==> src/hw/rtl/bdl_pkg.sv <==
// Shared types and constants for the button debounce / long-press block.
`timescale 1ns / 1ps

package bdl_pkg;

    // Scan timing
    localparam logic [31:0] DEBOUNCE_TIME_MS = 32'd50;
    localparam logic [15:0] LONGPRESS_RESET  = 16'd1000;

    // Configuration port
    localparam int          APB_AW           = 3;
    localparam logic        REG_IDX_LONGPRESS = 1'b0;   // paddr[2] selects the register

    // Event queue
    localparam int          EVQ_DEPTH        = 4;
    localparam int          EVQ_PW           = $clog2(EVQ_DEPTH);
    localparam int          EVQ_CW           = $clog2(EVQ_DEPTH + 1);

    typedef enum logic [2:0] {
        EV_DOWN        = 3'd0,
        EV_UP          = 3'd1,
        EV_CLICK       = 3'd2,
        EV_LONGPRESS   = 3'd3,
        EV_HOLD        = 3'd4,
        EV_UNLONGPRESS = 3'd5
    } t_event_code;

    typedef struct packed {
        t_event_code code;
        logic        last;
    } t_evt;

    // Events produced by one scan, first event in ev0
    typedef struct packed {
        logic [1:0] cnt;
        t_evt       ev0;
        t_evt       ev1;
    } t_push;

endpackage

==> src/hw/rtl/bdl_step.sv <==
// Scan input register, debounce/press state and per-scan event decode.
`timescale 1ns / 1ps

module bdl_step (
    input  logic           i_clk,
    input  logic           i_rst_n,
    input  logic           i_tvalid,
    output logic           o_tready,
    input  logic           i_level,
    input  logic [31:0]    i_now,
    input  logic [15:0]    i_delay,
    input  logic           i_room,
    output bdl_pkg::t_push o_push
);
    import bdl_pkg::*;

    // input stage
    logic        r_in_valid;
    logic        r_in_level;
    logic [31:0] r_in_now;

    // button state
    logic        r_prev;
    logic [31:0] r_stable;
    logic [31:0] r_press_start;
    logic        r_press;
    logic        r_long;

    logic        n_prev;
    logic [31:0] n_stable;
    logic [31:0] n_press_start;
    logic        n_press;
    logic        n_long;

    logic        advance;
    logic        take;
    logic [31:0] stable_cur;
    logic [31:0] since_stable;
    logic [31:0] held_ms;
    logic        debounced;
    logic        reached;
    t_push       push;

    assign advance  = r_in_valid & i_room;
    assign o_tready = ~r_in_valid | i_room;
    assign take     = i_tvalid & o_tready;

    always_ff @(posedge i_clk) begin
        if (!i_rst_n) begin
            r_in_valid <= 1'b0;
        end else if (take) begin
            r_in_valid <= 1'b1;
        end else if (advance) begin
            r_in_valid <= 1'b0;
        end
    end

    always_ff @(posedge i_clk) begin
        if (take) begin
            r_in_level <= i_level;
            r_in_now   <= i_now;
        end
    end

    // level change restarts the debounce stamp
    assign stable_cur   = (r_in_level != r_prev) ? r_in_now : r_stable;
    assign since_stable = r_in_now - stable_cur;
    assign debounced    = since_stable > DEBOUNCE_TIME_MS;
    assign held_ms      = r_in_now - r_press_start;
    assign reached      = held_ms >= {16'd0, i_delay};

    always_comb begin
        n_prev        = r_in_level;
        n_stable      = stable_cur;
        n_press_start = r_press_start;
        n_press       = r_press;
        n_long        = r_long;
        push.cnt      = 2'd0;
        push.ev0      = '{code: EV_DOWN, last: 1'b1};
        push.ev1      = '{code: EV_HOLD, last: 1'b1};
        if (debounced) begin
            if (r_in_level) begin
                if (r_press) begin
                    if (!r_long && reached) begin
                        n_long   = 1'b1;
                        push.cnt = 2'd2;
                        push.ev0 = '{code: EV_LONGPRESS, last: 1'b0};
                        push.ev1 = '{code: EV_HOLD, last: 1'b1};
                    end else if (r_long) begin
                        push.cnt = 2'd1;
                        push.ev0 = '{code: EV_HOLD, last: 1'b1};
                    end
                end else begin
                    push.cnt      = 2'd1;
                    push.ev0      = '{code: EV_DOWN, last: 1'b1};
                    n_press_start = r_in_now;
                    n_press       = 1'b1;
                end
            end else if (r_press) begin
                n_press = 1'b0;
                if (!r_long) begin
                    push.cnt = 2'd2;
                    push.ev0 = '{code: EV_UP, last: 1'b0};
                    push.ev1 = '{code: EV_CLICK, last: 1'b1};
                end else begin
                    n_long   = 1'b0;
                    push.cnt = 2'd1;
                    push.ev0 = '{code: EV_UNLONGPRESS, last: 1'b1};
                end
            end
        end
        if (!advance) begin
            push.cnt = 2'd0;
        end
    end

    assign o_push = push;

    always_ff @(posedge i_clk) begin
        if (!i_rst_n) begin
            r_prev        <= 1'b0;
            r_stable      <= '0;
            r_press_start <= '0;
            r_press       <= 1'b0;
            r_long        <= 1'b0;
        end else if (advance) begin
            r_prev        <= n_prev;
            r_stable      <= n_stable;
            r_press_start <= n_press_start;
            r_press       <= n_press;
            r_long        <= n_long;
        end
    end

`ifndef SYNTHESIS
    a_long_needs_press: assert property (@(posedge i_clk) disable iff (!i_rst_n)
        r_long |-> r_press)
        else $error("long press flagged without an active press");

    a_push_needs_room: assert property (@(posedge i_clk) disable iff (!i_rst_n)
        (o_push.cnt != 2'd0) |-> i_room)
        else $error("events pushed into a full queue");

    a_down_starts_press: assert property (@(posedge i_clk) disable iff (!i_rst_n)
        (o_push.cnt == 2'd1 && o_push.ev0.code == EV_DOWN) |=> (r_press && !r_long))
        else $error("down event did not start a press");

    a_release_ends_press: assert property (@(posedge i_clk) disable iff (!i_rst_n)
        (o_push.cnt != 2'd0 && (o_push.ev0.code == EV_UP || o_push.ev0.code == EV_UNLONGPRESS))
        |=> !r_press)
        else $error("release did not end the press");
`endif

endmodule

==> src/hw/rtl/bdl_evt_fifo.sv <==
// Event queue: takes up to two events per cycle, delivers one per transfer.
`timescale 1ns / 1ps

module bdl_evt_fifo (
    input  logic           i_clk,
    input  logic           i_rst_n,
    input  bdl_pkg::t_push i_push,
    output logic           o_room,
    output logic           o_valid,
    input  logic           i_ready,
    output bdl_pkg::t_evt  o_evt
);
    import bdl_pkg::*;

    t_evt              r_mem [EVQ_DEPTH];
    logic [EVQ_PW-1:0] r_wptr;
    logic [EVQ_PW-1:0] r_rptr;
    logic [EVQ_CW-1:0] r_count;
    logic              pop;
    logic [EVQ_PW-1:0] wptr_nx;

    assign o_valid = r_count != '0;
    assign pop     = o_valid & i_ready;
    assign o_room  = r_count <= EVQ_CW'(EVQ_DEPTH - 2);
    assign o_evt   = r_mem[r_rptr];
    assign wptr_nx = r_wptr + EVQ_PW'(1);

    always_ff @(posedge i_clk) begin
        if (i_push.cnt != 2'd0) begin
            r_mem[r_wptr] <= i_push.ev0;
        end
        if (i_push.cnt == 2'd2) begin
            r_mem[wptr_nx] <= i_push.ev1;
        end
    end

    always_ff @(posedge i_clk) begin
        if (!i_rst_n) begin
            r_wptr  <= '0;
            r_rptr  <= '0;
            r_count <= '0;
        end else begin
            r_wptr  <= r_wptr + EVQ_PW'(i_push.cnt);
            r_rptr  <= r_rptr + EVQ_PW'(pop);
            r_count <= r_count + EVQ_CW'(i_push.cnt) - EVQ_CW'(pop);
        end
    end

endmodule

==> src/hw/rtl/button_debounce_longpress_core.sv <==
// Top level: button debounce with long-press detection, stream in/out, APB config.
`timescale 1ns / 1ps

// Usage:
//  - s_axis carries one scan per transfer: tdata[0] is the sampled pin level,
//    tdata[32:1] the millisecond timestamp (wraps modulo 2^32).
//  - m_axis carries one event per transfer: tdata[2:0] event code
//    (down, up, click, longpress, hold, unlongpress); tlast marks the final
//    event caused by one scan. A scan gives zero, one or two events.
//  - APB register at byte address 0 holds the long-press delay in ms
//    (16 bits, reset 1000). Write it only while no scan is in flight.
// Timing:
//  - A scan is registered into the input register on transfer, decoded
//    combinationally from it, and its events are written into the 4-entry
//    event queue once the queue has room; the first event of a scan is
//    offered from the queue head and a second event follows it.
//  - One scan per cycle is taken as long as the queue has space for two
//    events; the output port drains one event per cycle while m_axis_tready
//    is high, so a sustained stream of two-event scans is throttled by it.
// Reset (synchronous, active low) clears the button state, the queue and
// sets the delay to 1000 ms. When the receiver stalls, events wait in the
// queue; once fewer than two entries are free a scan waits in the input
// register and s_axis_tready drops until the queue has room again.

module button_debounce_longpress_core (
    input  logic                       i_clk,
    input  logic                       i_rst_n,
    // scan stream
    input  logic                       s_axis_tvalid,
    output logic                       s_axis_tready,
    input  logic [39:0]                s_axis_tdata,   // [0] pin_level, [32:1] now_ms
    // event stream
    output logic                       m_axis_tvalid,
    input  logic                       m_axis_tready,
    output logic [7:0]                 m_axis_tdata,   // [2:0] event_code
    output logic                       m_axis_tlast,   // last_event
    // configuration
    input  logic                       psel,
    input  logic                       penable,
    input  logic                       pwrite,
    input  logic [bdl_pkg::APB_AW-1:0] paddr,
    input  logic [31:0]                pwdata,
    output logic [31:0]                prdata,
    output logic                       pready
);
    import bdl_pkg::*;

    logic [15:0] r_delay;
    logic        cfg_wr;
    t_push       push;
    logic        room;
    t_evt        evt;

    // long-press delay register; paddr[2] is the register index
    assign pready = 1'b1;
    assign cfg_wr = psel & penable & pwrite & pready & (paddr[2] == REG_IDX_LONGPRESS);

    always_ff @(posedge i_clk) begin
        if (!i_rst_n) begin
            r_delay <= LONGPRESS_RESET;
        end else if (cfg_wr) begin
            r_delay <= pwdata[15:0];
        end
    end

    assign prdata = (paddr[2] == REG_IDX_LONGPRESS) ? {16'd0, r_delay} : 32'd0;

    // scan decode
    bdl_step u_step (
        .i_clk    (i_clk),
        .i_rst_n  (i_rst_n),
        .i_tvalid (s_axis_tvalid),
        .o_tready (s_axis_tready),
        .i_level  (s_axis_tdata[0]),
        .i_now    (s_axis_tdata[32:1]),
        .i_delay  (r_delay),
        .i_room   (room),
        .o_push   (push)
    );

    // event queue toward the output port
    bdl_evt_fifo u_evq (
        .i_clk   (i_clk),
        .i_rst_n (i_rst_n),
        .i_push  (push),
        .o_room  (room),
        .o_valid (m_axis_tvalid),
        .i_ready (m_axis_tready),
        .o_evt   (evt)
    );

    assign m_axis_tdata = {5'd0, evt.code};
    assign m_axis_tlast = evt.last;

endmodule
==> config.mk <==
export PLATFORM = sky130hd
export DESIGN_NAME = button_debounce_longpress_core
export DESIGN_NICKNAME = d
export VERILOG_FILES = /design/src/hw/rtl/bdl_pkg.sv /design/src/hw/rtl/bdl_step.sv /design/src/hw/rtl/bdl_evt_fifo.sv /design/src/hw/rtl/button_debounce_longpress_core.sv
export SDC_FILE = /design/constraint.sdc
export NUM_CORES = 1
export LEC_CHECK = 0
export BUFFER_PORTS_ARGS = -buffer_cell sky130_fd_sc_hd__buf_2
export CAP_MARGIN = 20
export CORE_ASPECT_RATIO = 0.6
export CORE_MARGIN = 1.5
export CORE_UTILIZATION = 45
export CTS_CLUSTER_DIAMETER = 80
export DETAILED_ROUTE_END_ITERATION = 7
export SETUP_SLACK_MARGIN = 0.2
export SYNTH_ARGS = -nofsm -noshare
export SYNTH_HDL_FRONTEND = slang
export SYNTH_SLANG_ARGS = --single-unit
==> constraint.sdc <==
create_clock -name i_clk -period 7.5 [get_ports i_clk]
set_input_delay 0 -clock i_clk [delete_from_list [all_inputs] [get_ports i_clk]]
set_output_delay 0 -clock i_clk [all_outputs]
set_load 0.005 [all_outputs]
==> impl_results.html <==
<table>
<tr><th>Metric</th><th>Value</th></tr>
<tr><th colspan="2">Synthesis</th></tr>
<tr><td>Yosys warnings</td><td>0</td></tr>
<tr><td>Syn Area/Cell</td><td>8.06 µm²</td></tr>
<tr><td>Area share of the largest cell type after synthesis</td><td>17.9%</td></tr>
<tr><td>Cell count after synthesis</td><td>1372</td></tr>
<tr><td>Number of flops mapped to enable cells by yosys</td><td>41</td></tr>
<tr><td>Share of async-settable or async-resettable flops after synthesis</td><td>0%</td></tr>
<tr><td>Library cell with the largest summed area after synthesis</td><td>dfxtp_1</td></tr>
<tr><td>Top area cells in the synthesized netlist</td><td>dfxtp_1, edfxtp_1, ha_1</td></tr>
<tr><td>Flip-flop cell with the highest count after synthesis</td><td>dfxtp_1</td></tr>
<tr><td>Sequential area share after synthesis</td><td>29.1%</td></tr>
<tr><td>Number of synthesized register bits</td><td>140</td></tr>
<tr><td>Netlist cell types</td><td>87</td></tr>
<tr><td>Netlist Area Pre-Place</td><td>11100 µm²</td></tr>
<tr><th colspan="2">Timing</th></tr>
<tr><td>Tcrit/Tclk final</td><td>87.6%</td></tr>
<tr><td>Fin Clk Skew</td><td>0.0116 ns</td></tr>
<tr><td>Worst Setup Slack, final</td><td>0.927 ns</td></tr>
<tr><td>Setup repair after global routing missed its margin</td><td>false</td></tr>
<tr><td>Max-slew violation count</td><td>0</td></tr>
<tr><td>Slew of the pin with the lowest slew margin</td><td>0.960 ns</td></tr>
<tr><td>Setup tns final</td><td>0 ns</td></tr>
<tr><td>Period minus WS final</td><td>6.57 ns</td></tr>
<tr><td>Setup-violating endpoint count in the final report</td><td>0</td></tr>
<tr><td>Final hold slack</td><td>0.0398 ns</td></tr>
<tr><td>Maximum clock frequency</td><td>152 MHz</td></tr>
<tr><td>Endpoints failing hold</td><td>0</td></tr>
<tr><td>Slew Limit Headroom</td><td>34.3%</td></tr>
<tr><th colspan="2">Worst setup path</th></tr>
<tr><td>Type of element launching the critical path</td><td>flop</td></tr>
<tr><td>Setup crit end kind</td><td>flop</td></tr>
<tr><td>FF-to-FF End</td><td>u_evq.r_count[2]$_SDFF_PN0_</td></tr>
<tr><td>R2r setup slk</td><td>0.93 ns</td></tr>
<tr><td>Register-to-Register Path Depth</td><td>19</td></tr>
<tr><td>Termination of the worst setup path</td><td>u_evq.r_count[2]$_SDFF_PN0_</td></tr>
<tr><td>Crit path DAT</td><td>6.87 ns</td></tr>
<tr><td>Critical path origin</td><td>u_step.r_prev$_SDFFE_PN0P_</td></tr>
<tr><td>Critical setup path kind</td><td>flop to flop</td></tr>
<tr><td>Maximum fanout count along the critical path</td><td>18</td></tr>
<tr><td>Critical path data required time</td><td>7.79 ns</td></tr>
<tr><td>Reg2reg start</td><td>u_step.r_prev$_SDFFE_PN0P_</td></tr>
<tr><th colspan="2">Detailed routing</th></tr>
<tr><td>Post-detailed-route DRC marker count</td><td>0</td></tr>
<tr><td>Routed Antenna Nets</td><td>0</td></tr>
<tr><td>Detailed-route wire length</td><td>33100 µm</td></tr>
<tr><td>Vias per Instance</td><td>5.87</td></tr>
<tr><td>Total number of vias</td><td>10600</td></tr>
<tr><td>Initial DRT Pass Iterations</td><td>5</td></tr>
<tr><td>Routed length per instance</td><td>18.4 µm</td></tr>
<tr><td>Starting DRC count in detailed routing</td><td>985</td></tr>
<tr><th colspan="2">Final layout</th></tr>
<tr><td>Layout cell share with drive strength beyond 1</td><td>10.5%</td></tr>
<tr><td>Nets</td><td>1632</td></tr>
<tr><td>Layout fillers</td><td>2350</td></tr>
<tr><td>Ant. Diodes</td><td>0</td></tr>
<tr><td>Most common library cell in the layout ignoring fill and taps</td><td>nand2_1</td></tr>
<tr><td>Area of all placed cells without fillers</td><td>12700 µm²</td></tr>
<tr><td>Most used cells in the layout excluding fill and tap cells</td><td>nand2_1, a21oi_1, nor2_1</td></tr>
<tr><td>Non-filler instance count after layout</td><td>1801</td></tr>
<tr><td>Area added between synthesis and finish</td><td>14.5%</td></tr>
<tr><th colspan="2">Pwr</th></tr>
<tr><td>Static power due to leakage</td><td>4.83 nW</td></tr>
<tr><td>Worst-case vdd ir drop</td><td>177 µV</td></tr>
<tr><td>Power Dens Cells</td><td>242 nW/µm²</td></tr>
<tr><th colspan="2">Floorplanning</th></tr>
<tr><td>Initial core utilization</td><td>45.7%</td></tr>
<tr><td>Placeable Area</td><td>24200 µm²</td></tr>
<tr><td>Total die area</td><td>25500 µm²</td></tr>
<tr><td>Row Count</td><td>44</td></tr>
<tr><td>Chip Width</td><td>205 µm</td></tr>
<tr><td>Vert. Die Dim</td><td>124 µm</td></tr>
<tr><td>Number of placed I/O pins</td><td>126</td></tr>
<tr><th colspan="2">Global route</th></tr>
<tr><td>Vias in the first global route</td><td>9454</td></tr>
<tr><td>All-Layer GR Usage</td><td>26.2%</td></tr>
<tr><td>Maximum number of pins on one net before global-route repair</td><td>82</td></tr>
<tr><td>Global-route wire length before repair</td><td>52200 µm</td></tr>
<tr><td>Initial antenna violation count</td><td>0</td></tr>
<tr><td>Grt total ovfl</td><td>0</td></tr>
<tr><th colspan="2">Place</th></tr>
<tr><td>Number of port buffers</td><td>78</td></tr>
<tr><td>Post-DP Area</td><td>11500 µm²</td></tr>
<tr><td>Final RePlAce weighted congestion</td><td>0.960</td></tr>
<tr><td>Post-Place Setup Slack</td><td>1.08 ns</td></tr>
<tr><td>Half-perimeter wire length after detailed placement</td><td>24700 µm</td></tr>
<tr><td>Placed Cells</td><td>1711</td></tr>
<tr><th colspan="2">Clock tree</th></tr>
<tr><td>TritonCTS clock tree</td><td>yes</td></tr>
<tr><td>Clock root buffer</td><td>clkbuf_16</td></tr>
<tr><td>Maximum count of clock buffers along a single path</td><td>2</td></tr>
<tr><td>Clock latency reported for the late side of the worst-skew pair</td><td>0.45 ns</td></tr>
<tr><td>Number of H-tree levels</td><td>4</td></tr>
<tr><td>TritonCTS buffer count</td><td>17</td></tr>
<tr><td>Clock-pin slew of the registers on the worst-case setup and hold paths</td><td>0.07 ns</td></tr>
<tr><td>Number of sinks driven by the clock tree</td><td>140</td></tr>
<tr><th colspan="2">Outcome</th></tr>
<tr><td>Status</td><td>complete, no violations</td></tr>
<tr><th colspan="2">Min path</th></tr>
<tr><td>Worst min-delay path category</td><td>input port to flop</td></tr>
<tr><th colspan="2">Run</th></tr>
<tr><td>Max-cap check violation count</td><td>0</td></tr>
</table>
final cells by class:
type | count | area [µm²] | area share, %
clock buffer | 17 | 425 | 3.36
sequential | 140 | 3210 | 25.4
inverter | 80 | 300 | 2.37
timing repair buffer | 145 | 1060 | 8.34
tap | 322 | 403 | 3.18
multi-input combinational | 1082 | 7110 | 56.2
clock inverter | 15 | 150 | 1.19
metal layers:
layer	vias to the layer above	wire (µm)	track usage, %
met2	429	12700	34.3
met5	-	0	0
met4	0	444	6.10
li1	5164	-	-
met3	32	3000	7.20
met1	4941	17000	41.3
Yosys cell counts (all sizes together), types with 6 or more instances:
| master | count |
|---|---|
| a2111oi | 8 |
| a211o | 7 |
| a211oi | 18 |
| a21o | 17 |
| a21oi | 124 |
| a31oi | 12 |
| and2 | 21 |
| and4 | 9 |
| buf | 42 |
| clkbuf | 46 |
| dfxtp | 99 |
| edfxtp | 41 |
| ha | 81 |
| inv | 80 |
| mux2i | 66 |
| nand2 | 182 |
| nand2b | 16 |
| nand3 | 22 |
| nand4 | 34 |
| nor2 | 116 |
| nor2b | 13 |
| nor3 | 24 |
| nor3b | 6 |
| nor4 | 14 |
| o2111ai | 6 |
| o211ai | 33 |
| o21a | 13 |
| o21ai | 64 |
| o31ai | 12 |
| or2 | 7 |
| or3 | 9 |
| xnor2 | 25 |
| xor2 | 12 |
worst max-delay path, stage by stage (launching register included):
cell and delay, ns:
dfxtp_1 0.47, xor2_4 0.66, buf_4 0.35, mux2i_1 0.10
ha_1 0.48, a21oi_1 0.11, o21ai_0 0.46, a21oi_1 0.33
a31oi_1 0.26, o311ai_0 0.18, nor4bb_1 0.46, nand4_1 0.32
or4b_1 0.65, nand3_1 0.31, or2_2 0.22, ha_1 0.25
fa_1 0.44, xnor2_1 0.18, xnor2_1 0.14, nor2_1 0.06
flip-flops by register name (all words and copies together) (netlist names):
signal / count
u_step.r_in_now: 32
r_delay: 16
u_step.n_prev: 1
u_step.r_stable: 32
u_step.r_press_start: 32
u_step.r_prev: 1
u_evq.r_rptr: 2
u_evq.r_wptr: 2
u_step.r_press: 1
u_evq.r_mem: 16
u_step.r_in_valid: 1
u_step.r_long: 1
u_evq.r_count: 3
metrics by stage:
step | util (%) | power, mW
floorplan | - | 1.86
global placement | 47.5 | 2.17
detailed placement | 47.5 | 2.17
CTS | 52.3 | 3.05
global route | 52.4 | 3.27
finish | 52.4 | 3.06
report_power, final:
group / internal (mW) / switching [mW] / total (mW) / leakage (nW)
logic: 0.512 / 0.781 / 1.29 / 3.36
clock network: 0.467 / 0.378 / 0.845 / 0.276
registers: 0.854 / 0.0725 / 0.927 / 1.20
worst min path at each step:
| stage | start | end | slack (ns) | cells after the start |
|---|---|---|---|---|
| 2_1_floorplan | s_axis_tdata[0] | u_step.n_prev$_DFFE_PP_ | 0.1 | 0 |
| 3_3_place_gp | s_axis_tdata[8] | u_step.r_in_now[7]$_DFFE_PP_ | 0.18 | 1 |
| 3_5_place_dp | s_axis_tdata[8] | u_step.r_in_now[7]$_DFFE_PP_ | 0.18 | 1 |
| 4_1_cts | m_axis_tready | u_evq.r_rptr[0]$_SDFF_PN0_ | 0.04 | 4 |
| 5_1_grt | m_axis_tready | u_evq.r_rptr[0]$_SDFF_PN0_ | 0.08 | 4 |
| 6_report | m_axis_tready | u_evq.r_rptr[0]$_SDFF_PN0_ | 0.04 | 4 |
logic make-up (layout without fill, tap and decap cells):
kind of cell             Yosys count  after routing  share of synthesized area, %
other                              2             22                        0.0680
XOR/XNOR                          37             37                          2.93
flip-flops                       140            140                          29.1
AND/OR/NAND/NOR                  492            492                          21.6
AO/OA/AOI/OAI                    375            375                          22.1
buffers and inverters            170            257                          7.52
multiplexers                      72             72                          7.00
adder cells (fa/ha/maj)           84             84                          9.71
what timing repair did:
| action | in CTS | in global routing |
|---|---|---|
| hold buffers | 57 | 0 |
| hold endpoints to repair | 51 | 0 |
| buffers inserted | 0 | 0 |
| resized for setup | 0 | 0 |
No activity file was read; power rests on OpenSTA's default activity.
